## src/sv/cpd_pkg.sv

```systemverilog
// Shared types and constants for the centered pixel doubler.
`timescale 1ns / 1ps
`default_nettype none

package cpd_pkg;

  localparam int DIM_W   = 13;
  localparam int COORD_W = 16;
  localparam int IDX_W   = 24;
  localparam int COLOR_W = 32;
  localparam int COL_W   = 8;
  localparam int ROW_W   = 9;

  localparam int BIG_W   = 512;
  localparam int BIG_H   = 480;
  localparam int SMALL_W = 256;
  localparam int SMALL_H = 240;

  localparam logic [0:0] CFG_FB_WIDTH  = 1'b0;
  localparam logic [0:0] CFG_FB_HEIGHT = 1'b1;

  typedef struct packed {
    logic [COL_W-1:0]   src_col;
    logic [ROW_W-1:0]   src_row;
    logic [COLOR_W-1:0] pixel_color;
  } in_word_t;

  typedef struct packed {
    logic [IDX_W-1:0]   fb_index;
    logic [COLOR_W-1:0] out_color;
    logic               last_write;
  } out_word_t;

  // Framebuffer geometry derived from the two size registers.
  typedef struct packed {
    logic                      scale2;
    logic [DIM_W-1:0]          w;
    logic [DIM_W-1:0]          h;
    logic signed [COORD_W-1:0] off_x;
    logic signed [COORD_W-1:0] off_y;
    logic [DIM_W-1:0]          lim_w;
    logic [DIM_W-1:0]          lim_h;
  } geom_t;

  // One classified pixel: base target and the set of writes that survive clipping.
  typedef struct packed {
    logic [DIM_W-1:0]   bx;
    logic [DIM_W-1:0]   by;
    logic [3:0]         mask;
    logic [COLOR_W-1:0] color;
  } cmd_t;

endpackage

`default_nettype wire

```

## src/sv/centered_pixel_doubler.sv

```systemverilog
// Throughput: one framebuffer write per cycle while the output queue has room, set by
// the back-end write sequencer: a doubled pixel makes up to four writes, a 1:1 pixel
// at most one, a fully clipped pixel none.
// A two-entry command queue parts the front end from the back end.
// Reset: size registers return to 512x480 and all queues empty; no clearing pass.
`timescale 1ns / 1ps
`default_nettype none

module centered_pixel_doubler #(
  parameter int SRC_COLS   = 256,
  parameter int SRC_ROWS   = 261,
  parameter int FB_DIM_MAX = 4096
) (
  input  wire logic                      clk,
  input  wire logic                      rst_n,
  input  wire logic                      in_push,
  output logic                           in_full,
  input  wire cpd_pkg::in_word_t         in_word,
  output logic                           out_empty,
  input  wire logic                      out_pop,
  output cpd_pkg::out_word_t             out_word,
  input  wire logic                      cfg_we,
  input  wire logic [0:0]                cfg_index,
  input  wire logic [cpd_pkg::DIM_W-1:0] cfg_wdata
);

  import cpd_pkg::*;

  localparam int CMD_DEPTH = 2;
  localparam int OUT_DEPTH = 4;
  localparam int CMD_BITS  = $bits(cmd_t);
  localparam int OUT_BITS  = $bits(out_word_t);

  geom_t                            geom;
  logic                             q_push, q_pop, q_full, q_empty;
  cmd_t                             q_cmd_in, q_cmd_out;
  logic [$clog2(CMD_DEPTH+1)-1:0]   q_count;
  logic                             of_push, of_full;
  out_word_t                        of_word;
  logic [$clog2(OUT_DEPTH+1)-1:0]   of_count;

  cpd_cfg #(
    .SRC_COLS   (SRC_COLS),
    .SRC_ROWS   (SRC_ROWS),
    .FB_DIM_MAX (FB_DIM_MAX)
  ) u_cfg (
    .clk       (clk),
    .rst_n     (rst_n),
    .cfg_we    (cfg_we),
    .cfg_index (cfg_index),
    .cfg_wdata (cfg_wdata),
    .geom      (geom)
  );

  cpd_front u_front (
    .in_push (in_push),
    .in_word (in_word),
    .in_full (in_full),
    .geom    (geom),
    .q_full  (q_full),
    .q_push  (q_push),
    .q_cmd   (q_cmd_in)
  );

  cpd_fifo #(
    .WIDTH (CMD_BITS),
    .DEPTH (CMD_DEPTH)
  ) u_cmd_q (
    .clk   (clk),
    .rst_n (rst_n),
    .push  (q_push),
    .wdata (q_cmd_in),
    .pop   (q_pop),
    .rdata (q_cmd_out),
    .count (q_count),
    .full  (q_full),
    .empty (q_empty)
  );

  cpd_back #(
    .OUT_DEPTH (OUT_DEPTH)
  ) u_back (
    .clk      (clk),
    .rst_n    (rst_n),
    .q_empty  (q_empty),
    .q_cmd    (q_cmd_out),
    .q_pop    (q_pop),
    .fb_w     (geom.w),
    .of_count (of_count),
    .of_push  (of_push),
    .of_word  (of_word)
  );

  // The back end never pushes a word without a free slot, so of_full is only informative.
  cpd_fifo #(
    .WIDTH (OUT_BITS),
    .DEPTH (OUT_DEPTH)
  ) u_out_q (
    .clk   (clk),
    .rst_n (rst_n),
    .push  (of_push && !of_full),
    .wdata (of_word),
    .pop   (out_pop && !out_empty),
    .rdata (out_word),
    .count (of_count),
    .full  (of_full),
    .empty (out_empty)
  );

  logic unused_q_count;
  assign unused_q_count = ^q_count;

endmodule

`default_nettype wire

```

## src/sv/cpd_fifo.sv

```systemverilog
// Small register FIFO with occupancy count.
`timescale 1ns / 1ps
`default_nettype none

module cpd_fifo #(
  parameter int WIDTH = 8,
  parameter int DEPTH = 2
) (
  input  wire logic                       clk,
  input  wire logic                       rst_n,
  input  wire logic                       push,
  input  wire logic [WIDTH-1:0]           wdata,
  input  wire logic                       pop,
  output logic      [WIDTH-1:0]           rdata,
  output logic      [$clog2(DEPTH+1)-1:0] count,
  output logic                            full,
  output logic                            empty
);

  localparam int PTR_W = $clog2(DEPTH);
  localparam int CNT_W = $clog2(DEPTH + 1);

  logic [WIDTH-1:0] mem_r [DEPTH];
  logic [PTR_W-1:0] wr_ptr_r, wr_ptr_nxt;
  logic [PTR_W-1:0] rd_ptr_r, rd_ptr_nxt;
  logic [CNT_W-1:0] count_r, count_nxt;

  always_comb begin
    wr_ptr_nxt = push ? wr_ptr_r + 1'b1 : wr_ptr_r;
    rd_ptr_nxt = pop ? rd_ptr_r + 1'b1 : rd_ptr_r;
    count_nxt  = count_r;
    if (push && !pop) begin
      count_nxt = count_r + 1'b1;
    end else if (pop && !push) begin
      count_nxt = count_r - 1'b1;
    end
  end

  always_ff @(posedge clk) begin
    if (!rst_n) begin
      wr_ptr_r <= '0;
      rd_ptr_r <= '0;
      count_r  <= '0;
    end else begin
      wr_ptr_r <= wr_ptr_nxt;
      rd_ptr_r <= rd_ptr_nxt;
      count_r  <= count_nxt;
    end
  end

  always_ff @(posedge clk) begin
    if (push) begin
      mem_r[wr_ptr_r] <= wdata;
    end
  end

  assign rdata = mem_r[rd_ptr_r];
  assign count = count_r;
  assign full  = (count_r == CNT_W'(DEPTH));
  assign empty = (count_r == '0);

endmodule

`default_nettype wire

```

## src/sv/cpd_cfg.sv

```systemverilog
// Size registers and the geometry derived from them.
`timescale 1ns / 1ps
`default_nettype none

module cpd_cfg #(
  parameter int SRC_COLS   = 256,
  parameter int SRC_ROWS   = 261,
  parameter int FB_DIM_MAX = 4096
) (
  input  wire logic                    clk,
  input  wire logic                    rst_n,
  input  wire logic                    cfg_we,
  input  wire logic [0:0]              cfg_index,
  input  wire logic [cpd_pkg::DIM_W-1:0] cfg_wdata,
  output cpd_pkg::geom_t               geom
);

  import cpd_pkg::*;

  localparam logic [DIM_W-1:0] LIM_COLS = DIM_W'(SRC_COLS);
  localparam logic [DIM_W-1:0] LIM_ROWS = DIM_W'(SRC_ROWS);
  localparam logic [DIM_W-1:0] DIM_SAT  = DIM_W'(FB_DIM_MAX);

  function automatic logic [DIM_W-1:0] sat_dim(input logic [DIM_W-1:0] v);
    logic [DIM_W-1:0] r;
    r = v;
    if (32'(v) > FB_DIM_MAX) begin
      r = DIM_SAT;
    end
    return r;
  endfunction

  function automatic logic [DIM_W-1:0] min_dim(input logic [DIM_W-1:0] a,
                                               input logic [DIM_W-1:0] b);
    return (a < b) ? a : b;
  endfunction

  // Halving of the margin truncates toward zero, so negative margins round up.
  function automatic logic signed [COORD_W-1:0] half_margin(
      input logic [DIM_W-1:0] v, input logic signed [COORD_W-1:0] area);
    logic signed [COORD_W-1:0] d;
    logic signed [COORD_W-1:0] d_adj;
    d     = $signed({{(COORD_W-DIM_W){1'b0}}, v}) - area;
    d_adj = d + $signed({{(COORD_W-1){1'b0}}, d[COORD_W-1]});
    return d_adj >>> 1;
  endfunction

  function automatic geom_t calc_geom(input logic [DIM_W-1:0] w,
                                      input logic [DIM_W-1:0] h);
    geom_t g;
    g.scale2 = (w >= DIM_W'(BIG_W)) && (h >= DIM_W'(BIG_H));
    g.w      = w;
    g.h      = h;
    if (g.scale2) begin
      g.off_x = half_margin(w, $signed(COORD_W'(BIG_W)));
      g.off_y = half_margin(h, $signed(COORD_W'(BIG_H)));
      g.lim_w = min_dim(w >> 1, LIM_COLS);
      g.lim_h = min_dim(h >> 1, LIM_ROWS);
    end else begin
      g.off_x = half_margin(w, $signed(COORD_W'(SMALL_W)));
      g.off_y = half_margin(h, $signed(COORD_W'(SMALL_H)));
      g.lim_w = min_dim(w, LIM_COLS);
      g.lim_h = min_dim(h, LIM_ROWS);
    end
    return g;
  endfunction

  geom_t            geom_r, geom_nxt;
  logic [DIM_W-1:0] w_nxt, h_nxt;

  always_comb begin
    w_nxt = geom_r.w;
    h_nxt = geom_r.h;
    if (cfg_we) begin
      case (cfg_index)
        CFG_FB_WIDTH:  w_nxt = sat_dim(cfg_wdata);
        CFG_FB_HEIGHT: h_nxt = sat_dim(cfg_wdata);
        default: ;
      endcase
    end
    geom_nxt = calc_geom(w_nxt, h_nxt);
  end

  always_ff @(posedge clk) begin
    if (!rst_n) begin
      geom_r <= calc_geom(DIM_W'(BIG_W), DIM_W'(BIG_H));
    end else begin
      geom_r <= geom_nxt;
    end
  end

  assign geom = geom_r;

endmodule

`default_nettype wire

```

## src/sv/cpd_front.sv

```systemverilog
// Front end: accepts source pixels, places them and clips their writes.
`timescale 1ns / 1ps
`default_nettype none

module cpd_front (
  input  wire logic              in_push,
  input  wire cpd_pkg::in_word_t in_word,
  output logic                   in_full,
  input  wire cpd_pkg::geom_t    geom,
  input  wire logic              q_full,
  output logic                   q_push,
  output cpd_pkg::cmd_t          q_cmd
);

  import cpd_pkg::*;

  function automatic logic in_span(input logic signed [COORD_W-1:0] v,
                                   input logic [DIM_W-1:0] lim);
    return !v[COORD_W-1] && (v < $signed({{(COORD_W-DIM_W){1'b0}}, lim}));
  endfunction

  logic                      in_pic;
  logic [COORD_W-1:0]        col_pos, row_pos;
  logic signed [COORD_W-1:0] bx, by, bx1, by1;
  logic                      x0_ok, x1_ok, y0_ok, y1_ok;
  logic [3:0]                mask;

  always_comb begin
    in_pic = ({{(DIM_W-COL_W){1'b0}}, in_word.src_col} < geom.lim_w) &&
             ({{(DIM_W-ROW_W){1'b0}}, in_word.src_row} < geom.lim_h);
    if (geom.scale2) begin
      col_pos = {{(COORD_W-COL_W-1){1'b0}}, in_word.src_col, 1'b0};
      row_pos = {{(COORD_W-ROW_W-1){1'b0}}, in_word.src_row, 1'b0};
    end else begin
      col_pos = {{(COORD_W-COL_W){1'b0}}, in_word.src_col};
      row_pos = {{(COORD_W-ROW_W){1'b0}}, in_word.src_row};
    end
    bx  = $signed(col_pos) + geom.off_x;
    by  = $signed(row_pos) + geom.off_y;
    bx1 = bx + $signed(COORD_W'(1));
    by1 = by + $signed(COORD_W'(1));
    x0_ok = in_span(bx, geom.w);
    x1_ok = in_span(bx1, geom.w);
    y0_ok = in_span(by, geom.h);
    y1_ok = in_span(by1, geom.h);
    // Write order is (x,y), (x+1,y), (x+1,y+1), (x,y+1).
    if (!in_pic) begin
      mask = 4'b0000;
    end else if (geom.scale2) begin
      mask = {x0_ok & y1_ok, x1_ok & y1_ok, x1_ok & y0_ok, x0_ok & y0_ok};
    end else begin
      mask = {3'b000, x0_ok & y0_ok};
    end
  end

  assign in_full     = q_full;
  assign q_push      = in_push && !q_full && (mask != 4'b0000);
  assign q_cmd.bx    = bx[DIM_W-1:0];
  assign q_cmd.by    = by[DIM_W-1:0];
  assign q_cmd.mask  = mask;
  assign q_cmd.color = in_word.pixel_color;

endmodule

`default_nettype wire

```

## src/sv/cpd_back.sv

```systemverilog
// Back end: walks the surviving writes of each pixel and forms framebuffer indexes.
`timescale 1ns / 1ps
`default_nettype none

module cpd_back #(
  parameter int OUT_DEPTH = 4
) (
  input  wire logic                             clk,
  input  wire logic                             rst_n,
  input  wire logic                             q_empty,
  input  wire cpd_pkg::cmd_t                    q_cmd,
  output logic                                  q_pop,
  input  wire logic [cpd_pkg::DIM_W-1:0]        fb_w,
  input  wire logic [$clog2(OUT_DEPTH+1)-1:0]   of_count,
  output logic                                  of_push,
  output cpd_pkg::out_word_t                    of_word
);

  import cpd_pkg::*;

  localparam int CNT_W = $clog2(OUT_DEPTH + 1);

  logic               cur_valid_r, cur_valid_nxt;
  logic [3:0]         cur_mask_r, cur_mask_nxt;
  logic [DIM_W-1:0]   cur_bx_r, cur_by_r;
  logic [COLOR_W-1:0] cur_color_r;

  logic               s1_valid_r;
  logic [DIM_W-1:0]   s1_x_r, s1_y_r;
  logic [COLOR_W-1:0] s1_color_r;
  logic               s1_last_r;

  logic [3:0]         sel, rem_after;
  logic               issue, last, load, space_ok;
  logic [DIM_W-1:0]   wx, wy;
  logic [2*DIM_W-1:0] prod;
  logic [2*DIM_W:0]   idx_sum;

  // Words in the queue plus the one in flight must leave a free slot.
  assign space_ok = ({1'b0, of_count} + {{CNT_W{1'b0}}, s1_valid_r}) <
                    (CNT_W + 1)'(OUT_DEPTH);

  always_comb begin
    sel       = cur_mask_r & (~cur_mask_r + 4'd1);
    rem_after = cur_mask_r & ~sel;
    last      = (rem_after == 4'b0000);
    issue     = cur_valid_r && space_ok;
    wx        = cur_bx_r + {{(DIM_W-1){1'b0}}, sel[1] | sel[2]};
    wy        = cur_by_r + {{(DIM_W-1){1'b0}}, sel[2] | sel[3]};
    load      = !q_empty && (!cur_valid_r || (issue && last));

    cur_mask_nxt  = issue ? rem_after : cur_mask_r;
    cur_valid_nxt = cur_valid_r && !(issue && last);
    if (load) begin
      cur_mask_nxt  = q_cmd.mask;
      cur_valid_nxt = 1'b1;
    end
  end

  always_ff @(posedge clk) begin
    if (!rst_n) begin
      cur_valid_r <= 1'b0;
      s1_valid_r  <= 1'b0;
    end else begin
      cur_valid_r <= cur_valid_nxt;
      s1_valid_r  <= issue;
    end
  end

  always_ff @(posedge clk) begin
    cur_mask_r <= cur_mask_nxt;
    if (load) begin
      cur_bx_r    <= q_cmd.bx;
      cur_by_r    <= q_cmd.by;
      cur_color_r <= q_cmd.color;
    end
    if (issue) begin
      s1_x_r     <= wx;
      s1_y_r     <= wy;
      s1_color_r <= cur_color_r;
      s1_last_r  <= last;
    end
  end

  assign prod    = s1_y_r * fb_w;
  assign idx_sum = {1'b0, prod} + {{(DIM_W+1){1'b0}}, s1_x_r};

  assign q_pop              = load;
  assign of_push            = s1_valid_r;
  assign of_word.fb_index   = idx_sum[IDX_W-1:0];
  assign of_word.out_color  = s1_color_r;
  assign of_word.last_write = s1_last_r;

endmodule

`default_nettype wire

```

## config.mk

```make
export PLATFORM = sky130hd
export DESIGN_NAME = centered_pixel_doubler
export DESIGN_NICKNAME = d
export VERILOG_FILES = /design/src/sv/cpd_pkg.sv /design/src/sv/centered_pixel_doubler.sv /design/src/sv/cpd_fifo.sv /design/src/sv/cpd_cfg.sv /design/src/sv/cpd_front.sv /design/src/sv/cpd_back.sv
export SDC_FILE = /design/constraint.sdc
export NUM_CORES = 1
export LEC_CHECK = 0
export ABC_AREA = 1
export ABC_CLOCK_PERIOD_IN_PS = 6300
export BUFFER_PORTS_ARGS = -buffer_cell sky130_fd_sc_hd__buf_2
export CAP_MARGIN = 30
export CORE_ASPECT_RATIO = 1.2
export CORE_UTILIZATION = 45
export CTS_CLUSTER_DIAMETER = 150
export DETAILED_ROUTE_END_ITERATION = 7
export SLEW_MARGIN = 10
export SYNTH_ARGS = -nofsm -noshare
export SYNTH_HDL_FRONTEND = slang
export SYNTH_SLANG_ARGS = --single-unit
```

## constraint.sdc

```tcl
create_clock -name clk -period 6.3 [get_ports clk]
set_input_delay 0.315 -clock clk [delete_from_list [all_inputs] [get_ports clk]]
set_output_delay 0.315 -clock clk [all_outputs]
set_load 0.01 [all_outputs]
```

## Yosys cells after proc, flatten, opt, wreduce, memory -nomap -nowiden

Memory sizes are Yosys's and may differ from the RTL's. A register that Yosys moved wholly into a read port is not among the register bits.
Cells that the tools add are included.

- Register bits after elaboration: 219
- Memories kept: 2
- Logic and storage cells: 146
- Output and inout port bits: 59
- Bits in writable memories: 352

- Magnitude comparators: 14
- Equal/unequal tests: 2
- Bitwise operators: 10
- $mul: 1
- Reduce and logical (&&, ||, !) cells: 40
- Add/subtract/negate cells: 25
- Multiplexer cells: 29

Memory list:

| memory | depth | bits a word | rd ports | clocked after Yosys merged registers in | wr ports | line | text |
|---|---|---|---|---|---|---|---|
| u_out_q.mem_r | 4 | 57 | 1 | 1 | 1 | cpd_fifo.sv:23 | `logic [WIDTH-1:0] mem_r [DEPTH];` |
| u_cmd_q.mem_r | 2 | 62 | 1 | 1 | 1 | cpd_fifo.sv:23 |  |

Operators by type and width:

| kind | number |
|---|---|
| 13-bit 2-to-1 mux | 7 |
| 16-bit by 2-bit adder with 16-bit output | 4 |
| 16-bit by 14-bit < comparator with 1-bit output | 4 |
| 58-bit 2-to-1 mux | 1 |
| 16-bit by 2-bit adder with 16-bit output (second input constant) | 2 |
| 13-bit by 9-bit subtractor with 14-bit output (second input constant) | 2 |
| 13-bit by 1-bit adder with 13-bit output | 2 |
| 13-bit by 9-bit < comparator with 1-bit output (second input constant) | 2 |
| 24-bit by 13-bit adder with 24-bit output | 1 |
| 12-bit by 9-bit < comparator with 1-bit output (second input constant) | 2 |
| 13-bit by 13-bit multiplier with 24-bit output | 1 |
| 12-bit 2-to-1 mux | 2 |
| 1-bit logical AND | 18 |
| 10-bit by 16-bit adder with 16-bit output | 1 |
| 11-bit by 16-bit adder with 16-bit output | 1 |
| 4-bit 2-to-1 mux | 4 |
| 1-bit zero test | 14 |
| 13-bit by 10-bit subtractor with 14-bit output (second input constant) | 1 |
| 13-bit by 8-bit subtractor with 14-bit output (second input constant) | 1 |
| 13-bit by 10-bit greater-or-equal comparator with 1-bit output (second input constant) | 1 |
| 13-bit by 9-bit greater-or-equal comparator with 1-bit output (second input constant) | 1 |
| 13-bit greater-than comparator (second input constant) | 1 |
| 8-bit by 13-bit < comparator with 1-bit output | 1 |
| 9-bit by 13-bit < comparator with 1-bit output | 1 |
| 25 further kinds | 46 |

## Logic depth before layout (Yosys ltp)

Gate-level depths: netlist of run 1.

- Depth in word-level cells: 14
- Mapped depth: 36
- Depth with buffers taken out: 34

## Hierarchy

Synthesis of run 1 repeated with hierarchy kept, for this count alone.

- Cells, all modules: 3,509
- Area, all modules: 33,900.0 um2

Modules (own cells, without submodules):

| module | times used | area each (um2) | cells an instance |
|---|---|---|---|
| cpd_back | 1 | 10,958.0 | 1,197 |
| cpd_fifo at u_out_q | 1 | 8,862.2 | 609 |
| cpd_fifo at u_cmd_q | 1 | 5,006.1 | 228 |
| cpd_front | 1 | 4,659.5 | 840 |
| cpd_cfg | 1 | 4,394.2 | 631 |
| centered_pixel_doubler | 1 | 20.0 | 4 |

## Least setup slack after synthesis of run 1

No wires, ideal clock.

- Path kind: register to register
- Start point: register u_cfg.geom_r (netlist bit u_cfg.geom[84])
- End point: memory u_cmd_q.mem_r[0][0] in the netlist's numbering (enable)
- Required time: 5.818 ns
- Slack: -0.516 ns
- Library setup time: 0.482 ns
- Arrival: 6.334 ns
- Stages on the path, launching flop included: 26
- Period minus slack after synthesis: 6.816 ns
- Cell sequence: dfxtp_1 -> clkbuf_1 -> clkbuf_1 -> nor2_1 -> ha_1 -> fa_1 -> ha_1 -> inv_1 -> nor2_1 -> nand3_1 -> nor2_1 -> nand3_1 -> inv_1 -> nand3_1 -> xor2_1 -> ha_1 -> inv_1 -> nor3_1 -> a211oi_1 -> a21boi_0 -> a21oi_1 -> and3_1 -> nand3_1 -> nand2_2 -> nand2_1 -> nor2_1

RTL lines:

| element | line | text |
|---|---|---|
| start, declared | cpd_cfg.sv:68 | `geom_t geom_r, geom_nxt;` |
| start signal, assigned | cpd_cfg.sv:86 | `geom_r <= calc_geom(DIM_W'(BIG_W), DIM_W'(BIG_H));` |
| start signal, assigned | cpd_cfg.sv:88 | `geom_r <= geom_nxt;` |
| end, declared | cpd_fifo.sv:23 |  |

==> impl_results.md, run 1 <==
- TritonCTS clock tree: built
- Global routing usage on met3: 2.27%
- Synth cell types: 58
- Yosys top cell area share: 44.6%
- Worst r2r src: u_cfg.geom[72]
- Drt total wl: 72.9 mm
- Vias: 21949
- Arrival @ worst endpoint: 6320 ps
- Worst setup startpoint: u_cfg.geom[72]
- Total grt overflow: 0
- Pwr dens: between 400 and 500 nW/um2
- Via density: 4.98
- CP most frequent cell: fa_1
- Post-synth ARST share: 0%
- Final setup violation count: 0
- Total number of yosys warnings: 0
- Synthesized cell area: approximately 32000 um2
- CP Capture Type: register
- Iter 0 DRT Violations: approximately 1100
- Final worst path period need: 5910 ps
- Most common cell in the synthesized netlist: nand2_1
- Detailed Place HPWL: approximately 53 mm
- Crit-path cells: nand2_1, fa_1, inv_1, fa_1, fa_1, inv_1, fa_1, fa_1, inv_1, fa_1, ha_1, a21oi_1, o21ai_0, a21oi_1, nand2_1, a21oi_1, o21ai_0, a21oi_1, nor2_1, nor2_1, xor2_1
- Leak: 0.0159 uW
- Detail Route Antenna Nets: 0
- Die height: 293 um
- Layout area overhead: 13.3%
- CP Class: reg2reg
- Pin count of the biggest net entering global routing: roughly 80
- Cts bufs inserted: 58
- F_max: around 170 MHz
- Layout Utilization: 51.7%
- CP max stage delay: around 580 ps
- Global routing's busiest layer: met2
- Antenna violations before repair: 4
- Met1 GRT Util: 25.8%
- Synth Flop Type: edfxtp_1
- R2R Path End: u_out_q.mem_r[1][56]
- Root Buffer: clkbuf_16
- Synthesized area per cell: roughly 10 um2
- Post-synthesis register bit count: 572
- Fraction of layout cells with a size suffix above 1: 10.9%
- Setup TNS: 0 ps
- DRT Pass-1 Iters: 5
- Largest fanout on the critical path: 10
- Max-Cap Viols: 0
- Clock Skews: about 52 ps
- Cell accounting for the most synthesized area: edfxtp_1
- H-tree levels: 2
- Area of the multi-input gates: about 14000 um2
- Mapped Cells: 3250
- First-pass GRT wire length: 115 mm
- Remaining DRCs: 0
- Die W: 245 um
- Final hold slack: 81.5 ps
- Worst slew pin tran: approximately 930 ps
- Global Route met2 Usage: 36.3%
- Worst min path class: in2reg
- TritonCTS Sinks: 572
- Core Area: 69900 um2
- CTS Buffer Depth: 3
- Vias in the first global route: 21506
- CP max stage cell: dfxtp_1
- Fillers: approximately 6300
- Register area share after synthesis: 50.8%
- Max VDD drop: 0.302 mV
- Port buffer count: 126
- Status: finished clean
- Commonest cells post-synth: 766 x nand2_1, 473 x edfxtp_1, 458 x inv_1
- Worst setup SP type: register
- WP data required: around 6700 ps
- Cell Area, Placed: 33700 um2
- Unrepaired setup endpoints after global routing: false
- Max-slew headroom: roughly two fifths
- Clock slew at reported path FFs: 60 ps
- Period utilization: between 90% and 100%
- Total GRT Usage: 20.4%
- Reg area: 16200 um2
- Reg2reg path depth: 21
- Final Max Tran Viols: 0
- Clock latency on the worst-skew pair: 640 ps
- WL/cell: 16.5 um
- R2R Setup Slk: 390 ps
- # IOs: around 130
- Routability Congestion: 0.884
- Post-synth EDFFs: between 400 and 500
- Die footprint: between 70000 and 80000 um2
- Row Count: 106
- Starting Density: 45.6%
- Area contributors post-synth: edfxtp_1 45%, nand2_1 9.0%, fa_1 8.3%, ha_1 7.5%, dfxtp_1 6.2%
- Finished Cell Area: between 30000 and 40000 um2
- Final Hold Vio Count: 0
- Worst setup path endpoint: u_out_q.mem_r[1][56]
- Final #Nets: 3825
sequential cells by signal, indices dropped and copies added, names as in the netlist, 2 cells and up, named ones only:
register            cells
u_out_q.wr_ptr_r        2
u_out_q.mem_r         228
u_cmd_q.mem_r         124
u_back.s1_color_r      32
u_cfg.geom             83
u_out_q.count           3
u_cmd_q.count           2
u_back.cur_bx_r        13
u_back.s1_y_r          13
u_back.s1_x_r          13
u_out_q.rd_ptr_r        2
u_back.cur_by_r        13
u_back.cur_color_r     32
u_back.cur_mask_r       4
cell families (layout without fill, tap and decap cells):
family / count (synthesis) / count (layout) / synth area share, %
AO/OA/AOI/OAI: 417 / 417 / 7.42
buffers and inverters: 571 / 799 / 6.96
adder cells (fa/ha/maj): 322 / 322 / 15.8
multiplexers: 1 / 1 / 0.0353
flip-flops: 572 / 572 / 50.8
AND/OR/NAND/NOR: 1280 / 1280 / 16.6
XOR/XNOR: 86 / 86 / 2.39
other: 1 / 11 / 0.0118
worst min-delay path by stage:
stage	slack, ps	end	depth (start not counted)	startpoint
after floorplan	400	u_back.s1_color_r[0]	0	u_back.cur_color_r[0]
after global placement	400	u_back.s1_color_r[3]	0	u_back.cur_color_r[3]
after detailed placement	400	u_back.s1_color_r[31]	0	u_back.cur_color_r[31]
after CTS	40	register	4	out_pop
after global routing	100	register	4	out_pop
final	80	register	4	out_pop
stage by stage:
stage / setup WS, ps / cells / total power, uW
after floorplan: 521 / 3256 / 10500
after global placement: 381 / 4249 / 12500
after detailed placement: 176 / 4251 / 12500
after CTS: 181 / 4392 / 16100
after global routing: 14.8 / 4406 / 17200
final: 387 / 4406 / 16000
cell type report:
type                            count  share of cell area, %
Tap cell                          918                   3.18
Sequential cell                   572                   44.9
Antenna cell                        4                 0.0277
Clock buffer                       65                   4.12
Clock inverter                     44                   1.46
Multi-Input combinational cell   2113                   37.5
Inverter                          473                   4.94
Timing Repair Buffer              217                   3.96
repair_timing:
action | CTS | global route
hold buffers | 32 | 0
buffers inserted | 0 | 10
endpoints found under the setup margin | 0 | 4
hold endpoints to repair | 64 | 0
gates resized for setup | 0 | 2
cells in the final DEF (no fill, tap or decap), types with 18 or more instances in the layout:
cell type	count
edfxtp_1	473
ha_1	190
buf_2	126
nor3_1	19
fa_1	132
o21ai_0	160
buf_4	56
nand2_2	18
a21oi_1	115
nand4_1	30
xor2_1	66
nand2_1	766
o22ai_1	65
nor2_1	279
dlygate4sd3_1	32
nand3_1	106
xnor2_1	19
inv_1	455
dfxtp_1	94
o21ai_1	18
clkbuf_16	58
metal layers:
metal / vias to the layer above / wire length [um]
met2: 415 / 36700
li1: 11041 / -
met3: 135 / 2770
met5: - / 0
met4: 0 / 2380
met1: 10358 / 31100
critical path: cells and delay by family, from the launching register on:
kind                     cells  cell delay, ps
adder cells (fa/ha/maj)      7            3350
AO/OA/AOI/OAI                6            1000
flip-flops                   1             580
AND/OR/NAND/NOR              4             390
XOR/XNOR                     1             270
buffers and inverters        3             150
power breakdown:
part	switching (uW)	leakage [uW]	internal (uW)	total, uW
Combinational	4180	0.00974	2070	6250
Clock	1480	0.000967	2050	3540
Sequential	366	0.00516	5830	6200
No activity file was read; power rests on OpenSTA's default activity.
==> inputs of run 2 (changes only) <==
--- a/config.mk
+++ b/config.mk
@@ -10,9 +10,11 @@
 export BUFFER_PORTS_ARGS = -buffer_cell sky130_fd_sc_hd__buf_2
 export CAP_MARGIN = 30
 export CORE_ASPECT_RATIO = 1.2
-export CORE_UTILIZATION = 45
+export CORE_UTILIZATION = 50
 export CTS_CLUSTER_DIAMETER = 150
 export DETAILED_ROUTE_END_ITERATION = 7
+export PLACE_DENSITY = 0.69
+export SKIP_CTS_REPAIR_TIMING = 1
 export SLEW_MARGIN = 10
 export SYNTH_ARGS = -nofsm -noshare
 export SYNTH_HDL_FRONTEND = slang
==> impl_results.md, run 2 (synthesis gave the netlist of run 1 again) <==
- Status: finished clean
- CP Capture Type: register
- TritonCTS clock tree: built
- Final hold slack: 130 ps (+48.1 ps)
- First-pass GRT wire length: 108 mm (-5.9%)
- Max-slew headroom: 41.1% (+2.9 points)
- Total GRT Usage: 21.3% (+0.83 points)
- Clock latency on the worst-skew pair: 640 ps (about the same)
- Worst setup SP type: register
- Max-Cap Viols: 0 (unchanged)
- Final setup violation count: 0 (unchanged)
- Vias in the first global route: 20792 (-3.3%)
- Arrival @ worst endpoint: 6320 ps (about the same)
- Layout Utilization: 56.6% (+5.0 points)
- Worst min path class: in2reg
- Most frequent cells in the layout: 766 x nand2_1, 473 x edfxtp_1, 455 x inv_1, 279 x nor2_1, 190 x ha_1
- Max reg flops: 228 (unchanged)
- Via density: 5.14 (+3.1%)
- Final Max Tran Viols: 0 (unchanged)
- Clock slew at reported path FFs: 70 ps (about the same)
- WP data required: 6710 ps (about the same)
- Final #Nets: 3819 (-0.16%)
- Vias: 22082 (+0.61%)
- Routability Congestion: 0.937 (+6.0%)
- H-tree levels: 2 (unchanged)
- F_max: 169 MHz (about the same)
- Worst slew pin tran: 877 ps (-49.1 ps)
- Final Hold Vio Count: 0 (unchanged)
- Root Buffer: clkbuf_16
- Most common cell after layout, fill and taps aside: nand2_1
- Row Count: 101 (-4.7%)
- Fraction of layout cells with a size suffix above 1: 10.6% (-0.31 points)
- Leak: 0.0158 uW (-0.63%)
- Die footprint: 64700 um2 (-9.9%)
- Layout area overhead: 12.3%
- Core Area: 63200 um2 (-9.6%)
- Drt total wl: 69.7 mm (-4.4%)
- DRT Pass-1 Iters: 6 (+1)
- Remaining DRCs: 0 (unchanged)
- Total grt overflow: 0 (unchanged)
- Antenna violations before repair: 3 (-1)
- Detailed Place HPWL: 50.1 mm (-5.5%)
- # IOs: 127 (unchanged)
- Period utilization: 93.9% (about the same)
- Top reg by flops: u_out_q.mem_r
- WL/cell: 16.2 um (-2.0%)
- Iter 0 DRT Violations: 1280 (+12%)
- Clock Skews: 58.7 ps (+6.47 ps)
- TritonCTS Sinks: 572 (unchanged)
- Max VDD drop: 0.324 mV (+7.6%)
- Largest fanout on the critical path: 10 (unchanged)
- Die W: 232 um (-5.1%)
- CP Class: reg2reg
- CTS Buffer Depth: 3 (unchanged)
- Pwr dens: 437 nW/um2 (-1.2%)
- Die height: 279 um (-5.1%)
- Port buffer count: 126 (unchanged)
- Detail Route Antenna Nets: 0 (unchanged)
- Cts bufs inserted: 55 (-5.2%)
- Starting Density: 50.4% (+4.8 points)
- Final worst path period need: 5910 ps (+0.778 ps)
- Pin count of the biggest net entering global routing: 83 (+5.1%)
-- run 2: area by class of cell --
cell class | instances | area [um2]
clock inverters | 35 | 359
clock buffers | 67 | 1450
flip-flops and latches | 572 | 16200
diodes | 1 | 2.50
repair buffers | 214 | 1430
inverters | 473 | 1780
multi-input cells | 2113 | 13500
well taps | 824 | 1030
fillers | 5432 | 27400
-- run 2: final timing paths --
path / start / end / slack [ps] / depth (start not counted)
worst max-delay path: u_cfg.geom[75] / u_out_q.mem_r[2][56] / 390 / 21
worst min-delay path: cfg_wdata[12] / u_cfg.geom[70] / 130 / 3
worst max register to register: u_cfg.geom[75] / u_out_q.mem_r[2][56] / 390 / 21
worst min register to register: u_back.cur_color_r[0] / u_back.s1_color_r[0] / 420 / 0
-- run 2: metrics by stage --
stage	total power [uW]	worst slack, ps	std cells	cell area (um2)	TNS [ps]
after floorplan	10500	521	3256	31900	0
after global placement	12300	425	4150	33500	0
after detailed placement	12400	273	4152	33500	0
after CTS	15700	292	4254	35300	0
after global routing	16700	-75.7	4299	35800	-303
final	15700	387	4299	35800	0
-- run 2: power breakdown --
| part | internal (uW) | leakage, uW | switching (uW) |
|---|---|---|---|
| logic | 2080 | 0.00973 | 4110 |
| clock network | 1820 | 0.000873 | 1420 |
| registers | 5830 | 0.00517 | 382 |
-- run 2: per-layer routing --
layer,global-route usage (%),routed length (um)
met5,0,0
met1,26.4,29200
met3,2.54,3040
met2,37.5,35100
met4,8.20,2370
-- run 2: critical path: stages, from the launching register on --
cell,delay [ps]
dfxtp_1,530
nand2_1,130
fa_1,510
fa_1,540
inv_1,50
fa_1,480
inv_1,60
fa_1,540
inv_1,60
fa_1,560
fa_1,430
ha_1,380
a21oi_1,190
o21ai_0,120
a21oi_1,120
nand2_1,120
a21oi_1,220
o21ai_0,150
a21oi_1,150
nor2_1,50
nor2_1,100
xor2_1,250
